==> src/abrs_pkg.sv <==
package abrs_pkg;

  localparam int SPEED_W  = 16;
  localparam int HEAD_W   = 9;
  localparam int TIMER_W  = 16;
  localparam int RATE_W   = 16;
  localparam int MPHS_W   = 8;
  localparam int ACC_W    = 12;
  localparam int STEP_W   = 11;
  localparam int MPH_W    = 26;
  localparam int MUL_A_W  = 16;
  localparam int PROD_W   = MUL_A_W + MPH_W;
  localparam int FH_W     = RATE_W + MPHS_W;
  localparam int DIV_W    = 16;
  localparam int CNT_W    = 4;
  localparam int PADDR_W  = 5;
  localparam int PDATA_W  = 32;
  localparam int RIDX_W   = 3;

  // round(1.15078 / 100 * 2^32): centiknots to mph in Q32
  localparam logic [MPH_W-1:0] MPH_Q32_PER_CK = 26'd49425625;

  localparam logic [TIMER_W-1:0] TIMER_MAX = 16'hFFFF;
  localparam logic signed [ACC_W:0] ACC_MAX = 13'sd2047;
  localparam logic signed [ACC_W:0] ACC_MIN = -13'sd2048;
  localparam logic signed [STEP_W-1:0] HALF_TURN = 11'sd180;
  localparam logic signed [STEP_W-1:0] FULL_TURN = 11'sd360;

  localparam logic [RIDX_W-1:0] REG_STATIC_RATE  = 3'd0;
  localparam logic [RIDX_W-1:0] REG_LOW_SPEED    = 3'd1;
  localparam logic [RIDX_W-1:0] REG_SLOW_RATE    = 3'd2;
  localparam logic [RIDX_W-1:0] REG_HIGH_SPEED   = 3'd3;
  localparam logic [RIDX_W-1:0] REG_FAST_RATE    = 3'd4;
  localparam logic [RIDX_W-1:0] REG_TURN_MINIMUM = 3'd5;
  localparam logic [RIDX_W-1:0] REG_TURN_HOLD    = 3'd6;
  localparam logic [RIDX_W-1:0] REG_TURN_SLOPE   = 3'd7;

  localparam logic [RATE_W-1:0] RST_STATIC_RATE  = 16'd900;
  localparam logic [MPHS_W-1:0] RST_LOW_SPEED    = 8'd5;
  localparam logic [RATE_W-1:0] RST_SLOW_RATE    = 16'd1800;
  localparam logic [MPHS_W-1:0] RST_HIGH_SPEED   = 8'd60;
  localparam logic [RATE_W-1:0] RST_FAST_RATE    = 16'd180;
  localparam logic [MPHS_W-1:0] RST_TURN_MINIMUM = 8'd30;
  localparam logic [RATE_W-1:0] RST_TURN_HOLD    = 16'd15;
  localparam logic [RATE_W-1:0] RST_TURN_SLOPE   = 16'd255;

endpackage

==> src/abrs_in_if.sv <==
interface abrs_in_if import abrs_pkg::*; ();
  logic                valid;
  logic                ready;
  logic [SPEED_W-1:0]  speed_centiknots;
  logic [HEAD_W-1:0]   heading_deg;
  logic                fix_valid;

  modport source (output valid, output speed_centiknots, output heading_deg,
                  output fix_valid, input ready);
  modport sink (input valid, input speed_centiknots, input heading_deg,
                input fix_valid, output ready);
endinterface

==> src/abrs_out_if.sv <==
interface abrs_out_if import abrs_pkg::*; ();
  logic                valid;
  logic                ready;
  logic                send_beacon;
  logic [RATE_W-1:0]   interval_now;
  logic [TIMER_W-1:0]  elapsed;

  modport source (output valid, output send_beacon, output interval_now,
                  output elapsed, input ready);
  modport sink (input valid, input send_beacon, input interval_now,
                input elapsed, output ready);
endinterface

==> src/adaptive_beacon_rate_scheduler.sv <==
// Each input beat is taken in the idle state, then makes three passes through the
// one shared multiplier, 16 divider steps and a commit step; no new beat is taken
// until the result is committed.
// A waiting result stalls the commit cycle only until the output slot frees.
// Reset (rst_n low, synchronous) loads register defaults, clears the timer,
// heading state and output valid, and arms the startup beacon.
module adaptive_beacon_rate_scheduler import abrs_pkg::*; (
  input  logic               clk,
  input  logic               rst_n,
  abrs_in_if.sink            in_chan,
  abrs_out_if.source         out_chan,
  input  logic               psel,
  input  logic               penable,
  input  logic               pwrite,
  input  logic [PADDR_W-1:0] paddr,
  input  logic [PDATA_W-1:0] pwdata,
  output logic [PDATA_W-1:0] prdata,
  output logic               pready
);

  localparam logic [2:0] S_IDLE = 3'd0;
  localparam logic [2:0] S_MPH  = 3'd1;
  localparam logic [2:0] S_FH   = 3'd2;
  localparam logic [2:0] S_TURN = 3'd3;
  localparam logic [2:0] S_DIV  = 3'd4;
  localparam logic [2:0] S_DONE = 3'd5;

  logic [RATE_W-1:0] static_rate_r, slow_rate_r, fast_rate_r, turn_hold_r, turn_slope_r;
  logic [MPHS_W-1:0] low_speed_r, high_speed_r, turn_minimum_r;

  logic [TIMER_W-1:0]      tick_r;
  logic [RATE_W-1:0]       interval_r;
  logic [HEAD_W-1:0]       prior_r;
  logic signed [ACC_W-1:0] accum_r;
  logic                    startup_r;
  logic                    primed_r;

  logic [2:0]              state_r, state_nxt;
  logic [SPEED_W-1:0]      speed_r;
  logic [HEAD_W-1:0]       heading_r;
  logic                    fix_r;
  logic [MPH_W-1:0]        mph_r;
  logic signed [ACC_W-1:0] acc_new_r;
  logic [ACC_W-1:0]        turn_diff_r;
  logic                    corner_r;
  logic                    sat_r;
  logic [MPH_W-1:0]        rem_r;
  logic [DIV_W-1:0]        quo_r;
  logic [CNT_W-1:0]        cnt_r;

  logic                    out_valid_r, out_send_r;
  logic [RATE_W-1:0]       out_int_r;
  logic [TIMER_W-1:0]      out_el_r;

  logic                    cfg_wr;
  logic [RIDX_W-1:0]       cfg_idx;

  logic [MUL_A_W-1:0]      mul_a;
  logic [MPH_W-1:0]        mul_b;
  logic [PROD_W-1:0]       prod;

  logic                    due;
  logic signed [ACC_W-1:0] acc_base;
  logic signed [STEP_W-1:0] h_diff, step;
  logic signed [ACC_W:0]   acc_sum, acc_sat;
  logic [ACC_W:0]          acc_abs;
  logic [ACC_W-1:0]        mag;
  logic                    mag_gt;
  logic [ACC_W-1:0]        turn_diff;

  logic [MPH_W:0]          rem2;
  logic                    rem_ge;
  logic [MPH_W:0]          rem_sub;

  logic                    out_free, commit, hold_all, static_mode, corner_fire;
  logic [RATE_W-1:0]       sp_int, int_nxt;
  logic [TIMER_W-1:0]      tc_base, tc_mid, tc_nxt;

  assign pready  = 1'b1;
  assign cfg_wr  = psel & penable & pwrite;
  assign cfg_idx = paddr[PADDR_W-1:2];

  always_ff @(posedge clk) begin
    if (!rst_n) begin
      static_rate_r  <= RST_STATIC_RATE;
      low_speed_r    <= RST_LOW_SPEED;
      slow_rate_r    <= RST_SLOW_RATE;
      high_speed_r   <= RST_HIGH_SPEED;
      fast_rate_r    <= RST_FAST_RATE;
      turn_minimum_r <= RST_TURN_MINIMUM;
      turn_hold_r    <= RST_TURN_HOLD;
      turn_slope_r   <= RST_TURN_SLOPE;
    end else if (cfg_wr) begin
      unique case (cfg_idx)
        REG_STATIC_RATE:  static_rate_r  <= pwdata[RATE_W-1:0];
        REG_LOW_SPEED:    low_speed_r    <= pwdata[MPHS_W-1:0];
        REG_SLOW_RATE:    slow_rate_r    <= pwdata[RATE_W-1:0];
        REG_HIGH_SPEED:   high_speed_r   <= pwdata[MPHS_W-1:0];
        REG_FAST_RATE:    fast_rate_r    <= pwdata[RATE_W-1:0];
        REG_TURN_MINIMUM: turn_minimum_r <= pwdata[MPHS_W-1:0];
        REG_TURN_HOLD:    turn_hold_r    <= pwdata[RATE_W-1:0];
        REG_TURN_SLOPE:   turn_slope_r   <= pwdata[RATE_W-1:0];
      endcase
    end
  end

  always_comb begin
    unique case (cfg_idx)
      REG_STATIC_RATE:  prdata = PDATA_W'(static_rate_r);
      REG_LOW_SPEED:    prdata = PDATA_W'(low_speed_r);
      REG_SLOW_RATE:    prdata = PDATA_W'(slow_rate_r);
      REG_HIGH_SPEED:   prdata = PDATA_W'(high_speed_r);
      REG_FAST_RATE:    prdata = PDATA_W'(fast_rate_r);
      REG_TURN_MINIMUM: prdata = PDATA_W'(turn_minimum_r);
      REG_TURN_HOLD:    prdata = PDATA_W'(turn_hold_r);
      REG_TURN_SLOPE:   prdata = PDATA_W'(turn_slope_r);
    endcase
  end

  // shared multiplier
  always_comb begin
    unique case (state_r)
      S_MPH: begin
        mul_a = speed_r;
        mul_b = MPH_Q32_PER_CK;
      end
      S_FH: begin
        mul_a = fast_rate_r;
        mul_b = MPH_W'(high_speed_r);
      end
      S_TURN: begin
        mul_a = MUL_A_W'(turn_diff_r);
        mul_b = mph_r;
      end
      default: begin
        mul_a = '0;
        mul_b = '0;
      end
    endcase
  end
  assign prod = PROD_W'(mul_a) * PROD_W'(mul_b);

  // heading step and accumulator
  assign due      = startup_r | (tick_r >= interval_r);
  assign acc_base = due ? '0 : accum_r;
  assign h_diff   = $signed(STEP_W'(heading_r)) - $signed(STEP_W'(prior_r));

  always_comb begin
    if (!primed_r) begin
      step = '0;
    end else if (h_diff > HALF_TURN) begin
      step = h_diff - FULL_TURN;
    end else if (h_diff <= -HALF_TURN) begin
      step = h_diff + FULL_TURN;
    end else begin
      step = h_diff;
    end
    acc_sum = $signed({acc_base[ACC_W-1], acc_base}) +
              $signed({{(ACC_W+1-STEP_W){step[STEP_W-1]}}, step});
    if (acc_sum > ACC_MAX) begin
      acc_sat = ACC_MAX;
    end else if (acc_sum < ACC_MIN) begin
      acc_sat = ACC_MIN;
    end else begin
      acc_sat = acc_sum;
    end
  end

  assign acc_abs   = acc_new_r[ACC_W-1] ? (-$signed({acc_new_r[ACC_W-1], acc_new_r}))
                                        : {1'b0, acc_new_r};
  assign mag       = acc_abs[ACC_W-1:0];
  assign mag_gt    = mag > ACC_W'(turn_minimum_r);
  assign turn_diff = mag_gt ? (mag - ACC_W'(turn_minimum_r)) : '0;

  // one restoring step a cycle
  assign rem2    = {rem_r, 1'b0};
  assign rem_ge  = rem2 >= {1'b0, mph_r};
  assign rem_sub = rem2 - {1'b0, mph_r};

  // commit
  assign out_free    = !out_valid_r || out_chan.ready;
  assign commit      = (state_r == S_DONE) && out_free;
  assign hold_all    = due && !fix_r;
  assign static_mode = static_rate_r != '0;

  always_comb begin
    if (mph_r < {2'b00, low_speed_r, 16'b0}) begin
      sp_int = slow_rate_r;
    end else if (mph_r > {2'b00, high_speed_r, 16'b0}) begin
      sp_int = fast_rate_r;
    end else if (sat_r) begin
      sp_int = TIMER_MAX;
    end else begin
      sp_int = quo_r;
    end
    int_nxt     = static_mode ? static_rate_r : sp_int;
    tc_base     = due ? '0 : tick_r;
    corner_fire = !static_mode && corner_r && (tc_base > turn_hold_r);
    tc_mid      = corner_fire ? int_nxt : tc_base;
    tc_nxt      = (tc_mid == TIMER_MAX) ? TIMER_MAX : tc_mid + 1'b1;
  end

  always_ff @(posedge clk) begin
    if (!rst_n) begin
      tick_r     <= '0;
      interval_r <= RST_STATIC_RATE;
      prior_r    <= '0;
      accum_r    <= '0;
      startup_r  <= 1'b1;
      primed_r   <= 1'b0;
    end else if (commit && !hold_all) begin
      tick_r     <= tc_nxt;
      interval_r <= int_nxt;
      startup_r  <= 1'b0;
      if (static_mode) begin
        accum_r  <= acc_base;
        primed_r <= 1'b0;
      end else begin
        accum_r  <= acc_new_r;
        prior_r  <= heading_r;
        primed_r <= 1'b1;
      end
    end
  end

  // sequencer
  always_comb begin
    state_nxt = state_r;
    unique case (state_r)
      S_IDLE: if (in_chan.valid) state_nxt = S_MPH;
      S_MPH:  state_nxt = S_FH;
      S_FH:   state_nxt = S_TURN;
      S_TURN: state_nxt = S_DIV;
      S_DIV:  if (cnt_r == CNT_W'(DIV_W - 1)) state_nxt = S_DONE;
      S_DONE: if (out_free) state_nxt = S_IDLE;
      default: state_nxt = S_IDLE;
    endcase
  end

  always_ff @(posedge clk) begin
    if (!rst_n) begin
      state_r <= S_IDLE;
    end else begin
      state_r <= state_nxt;
    end
  end

  always_ff @(posedge clk) begin
    unique case (state_r)
      S_IDLE: begin
        speed_r   <= in_chan.speed_centiknots;
        heading_r <= in_chan.heading_deg;
        fix_r     <= in_chan.fix_valid;
      end
      S_MPH: begin
        mph_r     <= prod[PROD_W-1:16];
        acc_new_r <= acc_sat[ACC_W-1:0];
      end
      S_FH: begin
        rem_r       <= MPH_W'(prod[FH_W-1:0]);
        sat_r       <= MPH_W'(prod[FH_W-1:0]) >= mph_r;
        quo_r       <= '0;
        cnt_r       <= '0;
        turn_diff_r <= turn_diff;
      end
      S_TURN: begin
        corner_r <= (mph_r != '0) && mag_gt && (prod > PROD_W'({turn_slope_r, 16'b0}));
      end
      S_DIV: begin
        rem_r <= rem_ge ? rem_sub[MPH_W-1:0] : rem2[MPH_W-1:0];
        quo_r <= {quo_r[DIV_W-2:0], rem_ge};
        cnt_r <= cnt_r + 1'b1;
      end
      default: begin
      end
    endcase
  end

  // output slot
  always_ff @(posedge clk) begin
    if (!rst_n) begin
      out_valid_r <= 1'b0;
    end else if (commit) begin
      out_valid_r <= 1'b1;
    end else if (out_chan.ready) begin
      out_valid_r <= 1'b0;
    end
  end

  always_ff @(posedge clk) begin
    if (commit) begin
      if (hold_all) begin
        out_send_r <= 1'b0;
        out_int_r  <= interval_r;
        out_el_r   <= tick_r;
      end else begin
        out_send_r <= due;
        out_int_r  <= int_nxt;
        out_el_r   <= tc_nxt;
      end
    end
  end

  assign in_chan.ready         = state_r == S_IDLE;
  assign out_chan.valid        = out_valid_r;
  assign out_chan.send_beacon  = out_send_r;
  assign out_chan.interval_now = out_int_r;
  assign out_chan.elapsed      = out_el_r;

endmodule

==> src/flat_wrapper.sv <==
// flat-port wrapper written by rule: the top's interface ports become plain ports
module adaptive_beacon_rate_scheduler_flat import abrs_pkg::*;
  (clk, rst_n, psel, penable, pwrite, paddr, pwdata, prdata, pready, in_chan_valid, in_chan_speed_centiknots, in_chan_heading_deg, in_chan_fix_valid, in_chan_ready, out_chan_valid, out_chan_send_beacon, out_chan_interval_now, out_chan_elapsed, out_chan_ready);
  abrs_in_if in_chan_i ();
  abrs_out_if out_chan_i ();
  input  logic clk;
  input  logic rst_n;
  input  logic psel;
  input  logic penable;
  input  logic pwrite;
  input  logic [PADDR_W-1:0] paddr;
  input  logic [PDATA_W-1:0] pwdata;
  output logic [PDATA_W-1:0] prdata;
  output logic pready;
  input wire logic [$bits(in_chan_i.valid)-1:0] in_chan_valid;
  input wire logic [$bits(in_chan_i.speed_centiknots)-1:0] in_chan_speed_centiknots;
  input wire logic [$bits(in_chan_i.heading_deg)-1:0] in_chan_heading_deg;
  input wire logic [$bits(in_chan_i.fix_valid)-1:0] in_chan_fix_valid;
  output wire logic [$bits(in_chan_i.ready)-1:0] in_chan_ready;
  output wire logic [$bits(out_chan_i.valid)-1:0] out_chan_valid;
  output wire logic [$bits(out_chan_i.send_beacon)-1:0] out_chan_send_beacon;
  output wire logic [$bits(out_chan_i.interval_now)-1:0] out_chan_interval_now;
  output wire logic [$bits(out_chan_i.elapsed)-1:0] out_chan_elapsed;
  input wire logic [$bits(out_chan_i.ready)-1:0] out_chan_ready;
  assign in_chan_i.valid = in_chan_valid;
  assign in_chan_i.speed_centiknots = in_chan_speed_centiknots;
  assign in_chan_i.heading_deg = in_chan_heading_deg;
  assign in_chan_i.fix_valid = in_chan_fix_valid;
  assign in_chan_ready = in_chan_i.ready;
  assign out_chan_valid = out_chan_i.valid;
  assign out_chan_send_beacon = out_chan_i.send_beacon;
  assign out_chan_interval_now = out_chan_i.interval_now;
  assign out_chan_elapsed = out_chan_i.elapsed;
  assign out_chan_i.ready = out_chan_ready;
  adaptive_beacon_rate_scheduler u_core (.clk(clk), .rst_n(rst_n), .in_chan(in_chan_i), .out_chan(out_chan_i), .psel(psel), .penable(penable), .pwrite(pwrite), .paddr(paddr), .pwdata(pwdata), .prdata(prdata), .pready(pready));
endmodule
==> config.mk <==
export PLATFORM = sky130hd
export DESIGN_NAME = adaptive_beacon_rate_scheduler_flat
export DESIGN_NICKNAME = d
export VERILOG_FILES = /design/src/abrs_pkg.sv /design/src/abrs_in_if.sv /design/src/abrs_out_if.sv /design/src/adaptive_beacon_rate_scheduler.sv /design/src/flat_wrapper.sv
export SDC_FILE = /design/constraint.sdc
export NUM_CORES = 2
export LEC_CHECK = 0
export BUFFER_PORTS_ARGS = -buffer_cell sky130_fd_sc_hd__buf_4
export CAP_MARGIN = 20
export CELL_PAD_IN_SITES_DETAIL_PLACEMENT = 0
export CELL_PAD_IN_SITES_GLOBAL_PLACEMENT = 1
export CORE_AREA = 2 2 260 262
export CTS_CLUSTER_DIAMETER = 200
export DETAILED_ROUTE_END_ITERATION = 7
export DIE_AREA = 0 0 262 264
export GPL_TIMING_DRIVEN = 1
export PLACE_DENSITY_LB_ADDON = 0.1
export SLEW_MARGIN = 25
export SYNTH_ARGS = -nofsm -noshare
export SYNTH_HDL_FRONTEND = slang
export SYNTH_SLANG_ARGS = --single-unit
==> constraint.sdc <==
create_clock -name clk -period 21.5 [get_ports clk]
set_clock_uncertainty 0.2 [all_clocks]
set_input_delay 0 -clock clk [delete_from_list [all_inputs] [get_ports clk]]
set_output_delay 0 -clock clk [all_outputs]
set_load 0.05 [all_outputs]
After elaboration in Yosys (flattened, before gate mapping):

Index checks and enable logic that the tools add are counted.

* add/subtract/negate cells: 9
* $mul: 1
* order comparisons: 12
* eq/ne operators: 17
* mux-type cells: 30
* bitwise gates (word level): 4
* reductions and logical operators: 28

Operators with widths (number)
* 32-bit case mux with 8 select lines: 1
* 16-bit 2-to-1 mux: 9
* 26-bit case mux with 3 select lines: 1
* 26-bit case mux with 2 select lines: 1
* 12-bit 2-to-1 mux: 4
* 16-bit case mux with 3 select lines: 1
* 42-bit by 32-bit > comparator with 1-bit output: 1
* 16-bit by 26-bit multiplier with 42-bit output: 1
* 11-bit 2-to-1 mux: 3
* 16-bit case mux with 2 select lines: 1
* 27-bit by 26-bit >= comparator with 1-bit output: 1
* 24-bit by 26-bit >= comparator with 1-bit output: 1
* 26-bit by 24-bit > comparator with 1-bit output: 1
* 26-bit by 24-bit < comparator with 1-bit output: 1
* 26-bit 2-to-1 mux: 1
* 26-bit nonzero test: 1
* 26-bit subtractor: 1
* 3-bit equality test (second input constant): 6
* 3-bit case mux with 6 select lines: 1
* 2-bit AND reduction: 9
* 16-bit by 1-bit adder with 16-bit output (second input constant): 1
* 16-bit equality test (second input constant): 1
* 16-bit >= comparator: 1
* 16-bit > comparator: 1
* 30 further kinds: 51

* register bits: 320
* bits of input ports: 70
* output and inout port bits: 68
* word-level logic and storage cells: 131

Logic depth before layout (Yosys ltp):

* word-level depth: 9
* depth in mapped cells: 44
* depth with buffers taken out: 42

Worst setup path before layout:

OpenSTA, ideal clock, no wires.

* kind: reg2reg
* start point: register u_core.state_r[1]
* end point: register u_core.corner_r (data pin)
* data arrival time: 10306 ps
* data required time: 21046 ps
* setup slack: 10740 ps
* cell stages (with the launch flop): 43
* period minus slack after synthesis: 10760 ps
* cells stage by stage: dfxtp_1 buf_2 inv_2 nor2_1 clkbuf_1 nand2_1 a21oi_1 clkbuf_1 nand2_1 fa_1 fa_1 fa_1 fa_1 inv_1 fa_1 inv_1 fa_1 inv_1 [... 7 more ...] o21ai_0 o21ai_0 a21o_1 a21oi_1 xnor2_1 ha_1 nand4b_1 nor2_1 nand3_1 or4_1 nand2b_1 or4_1 or4_1 nor4_2 o21bai_1 or4_1 or4_1 o21a_1

* cells in the longest elaborated chain, start to end: 5
* elaborated cells between the ends (all ways): 8
* those cells by class: 1 x mul; 1 x order compare; 3 x eq/ne; 2 x mux; 1 x reduce/logical

Ends and longest elaborated chain
* from (decl): RTL line adaptive_beacon_rate_scheduler.sv:38 `logic [2:0] state_r, state_nxt;`
* from (signal assigned): RTL line adaptive_beacon_rate_scheduler.sv:244 `state_r <= state_nxt;`
* 3-bit by 2-bit equality test with 1-bit output / 3-bit by 1-bit equality test with 1-bit output (equally long branches): RTL line adaptive_beacon_rate_scheduler.sv:122 `unique case (state_r)`
* 16-bit case mux with 3 select lines / 26-bit case mux with 3 select lines (equally long branches): RTL line adaptive_beacon_rate_scheduler.sv:122
* 16-bit by 26-bit multiplier with 42-bit output *: RTL line adaptive_beacon_rate_scheduler.sv:141 `assign prod = PROD_W'(mul_a) * PROD_W'(mul_b);`
* via u_core.prod[30]: RTL line adaptive_beacon_rate_scheduler.sv:60 `logic [PROD_W-1:0] prod;`
* 42-bit by 32-bit > comparator with 1-bit output *: RTL line adaptive_beacon_rate_scheduler.sv:267 `corner_r <= (mph_r != '0) && mag_gt && (prod > PROD_W'({turn_slope_r, 16'b0}));`
* 1-bit logical AND *: RTL line adaptive_beacon_rate_scheduler.sv:267
* to (signal assigned): RTL line adaptive_beacon_rate_scheduler.sv:267
* to (decl): RTL line adaptive_beacon_rate_scheduler.sv:45 `logic corner_r;`

The timed path passes the listed nets; every way through them passes the cells marked *.
A chain may end at the register's enable or synchronous reset.

Final worst setup path:

* start point: register u_core.state_r[2]
* end point: register u_core.corner_r (data pin)

The elaborated chain is that of the path after synthesis.

==> metrics <==
Ys Warns=0; run status=completed; Largest regs=u_core.mph_r (26), u_core.rem_r (26); dpl ws=8520 ps; top-area cell type share of the netlist area=approximately a fifth; RSZ-0062 raised after global routing=no; PostCTS Resize Cnt=0; sw frac=42.9%; # DRC=0; startpoint types=flip-flop; Final setup viols=0; xor/xnor share of the synthesized area=2.57%; reg2reg path depth=41; Placement Cell Area=34200 um2; Worst Setup Slack, final=8300 ps; main combinational cell family by area after synthesis=adder cells; Synth Cell Area=32300 um2; Layout Utilization=54.8%; via count=roughly 27000; effective utilization at floorplan=48.6%; post-DP HPWL=approximately 80000 um; Iter 0 DRT Violations=about 2500; vias in the first global route=27172; relative slew slack=roughly 28%; minimum clock period=13200 ps; global-route wire length before repair=160000 um; total core area=66600 um2; Tot GR Track Use=30.2%; multiplexer share of the synthesized area=approximately 2%; top post-synthesis cells by area=fa_1, edfxtp_1, ha_1, dfxtp_1, nand2_1; maximum VDD drop=around 0.000068 V; cell area after layout=roughly 36000 um2; clk_lat worst skew=~570 ps; Clk pwr share=between 20% and 30%; sequential power share=25.5%; layout cells sized above 1=7.33%; Hold Path Class=input port to flip-flop; number of fill cells=6183; Post-Synth Simple-Gate Area=17.0%; worst path arrival time=13310 ps; number of synthesized flops with an enable pin=157; die width=around 260 um; kind of critical path=flip-flop to flip-flop; Async SR Flop Fraction=0%; CP dominant cell by count=fa_1; htree depth=2; DR WL/cell=approximately 21 um; PortBufs=102; Layout area overhead=12.8%; routed vias/inst=5.67; combinational group share of total power=between 50% and 60%; P_leak=about 16 nW; Net Sw Power=1.30 mW; I/O pin count=138; final period utilization=61.4%; Worst Path Max Fanout=39; Slew Limit Fails=0; Worst-path clk slew=60 ps; Final Hold Viols=0; Setup crit end kind=flip-flop; PwrDens=82.9 nW/um2; CTS Buffer Depth=3; largest area contributor in the netlist=fa_1; synthesized flop and latch total=320; GRT overflow=0; Critical Path RT=21610 ps; Final nets=4610; Max Freq=about 76 MHz; Rows=95; Setup TNS=0 ps; largest net degree at the start of global routing=98; Post-DRT Antenna Nets=0; Cells after Synth=3780; WL final=103000 um; Syn Area/Cell=8.56 um2; die area=69200 um2; most frequent cells in the layout=nand2_1, inv_1, fa_1; most common cell after layout, fill and taps aside=nand2_1; max-cap violations=0; Distinct cells, synth=85; compound-cell area share of the yosys netlist=14.0%; P_int=1.73 mW; sequential area share after synthesis=24.7%; Synth Area in Adders=31.1%; clock root buffer=clkbuf_16; worst-margin pin slew=roughly 1100 ps; slowest stage delay, CP=about 760 ps; die height=~260 um; Post-synth top flop=dfxtp_1; CTS buffer count=41; routability cong.=0.916; Total Power=3.02 mW; antenna violations before repair=2; CTS tree=done; cell with the largest stage delay on the worst path=a21oi_1; Pre-antenna DRT Iters=5; number of cells on the worst hold path=4; count of clock tree sinks=320
==> cell usage after synthesis (all sizes together) (61+ instances only) <==
cell    instances
ha            263
inv           556
clkbuf        144
a21o           65
and2           77
a21oi         259
o21ai         140
xnor2          61
nand2         576
dfxtp         163
nor2          339
edfxtp        157
fa            338
==> cells by family after synthesis <==
family	after synthesis
and+or+nand+nor	1251
buffers and inverters	730
AOI/OAI and AO/OA	720
adders and majority gates	601
DFF	320
xor gates and xnor gates	95
muxes	61
other	2
==> critical path, delay by kind of cell (launching register included) <==
kind | cells | cell delay, ps
compound gates | 9 | 2150
xor+xnor | 1 | 460
fa+ha+maj | 8 | 3670
buf+inv | 7 | 1250
flops | 1 | 300
simple gates | 16 | 4870
==> repair_timing <==
| action | 4_1_cts | 5_1_grt |
|---|---|---|
| hold buffers | 75 | 0 |
| endpoints found under the hold margin | 158 | 0 |
| buffers inserted | 0 | 0 |
==> power by group through the flow <==
stage | logic (mW) | clock network, mW | registers, mW
finish | 1.52 | 0.739 | 0.770
global route | 1.69 | 0.778 | 0.773
detailed placement | 1.47 | 0 | 0.781
floorplan | 1.04 | 0 | 0.755
global placement | 1.45 | 0 | 0.780
CTS | 1.50 | 0.753 | 0.768
==> metal layers <==
metal	routed length, um	vias up	GRT usage [%]	share of wire [%]
met5	0	-	0	0
met1	46800	13589	44.6	45
li1	-	12729	-	-
met2	46200	1003	46.9	45
met4	2700	0	7.70	2.6
met3	7280	138	3.56	7.1
==> worst paths after layout <==
check / start / endpoint / slack (ps)
setup / recovery: u_core.state_r[2]$_SDFFE_PN0P_ / u_core.corner_r$_DFFE_PN_ / 8300
hold / removal: pwdata[8] / u_core.static_rate_r[8]$_SDFFE_PN1P_ / 60
setup reg to reg: u_core.state_r[2]$_SDFFE_PN0P_ / u_core.corner_r$_DFFE_PN_ / 8300
hold reg to reg: u_core.prior_r[8]$_SDFFE_PN0P_ / u_core.prior_r[8]$_SDFFE_PN0P_ / 250
==> cell type report <==
class	instances	area, um2	area share [%]
tap	873	1090	2.99
antenna	1	2.50	0.00686
timing repair buffer	239	1990	5.45
sequential	320	7980	21.9
clock inverter	20	246	0.676
inverter	556	2090	5.73
multi-input combinational	2781	21900	60.0
clock buffer	55	1190	3.27
==> stage by stage <==
stage | cells | hold WS, ps
after floorplan | 3831 | -101
after CTS | 4843 | 38.8
after detailed placement | 4693 | -20.7
final | 4845 | 62.8
after global routing | 4844 | 65.6
after global placement | 4693 | -22.1
Power figures use the tool's default switching activity.
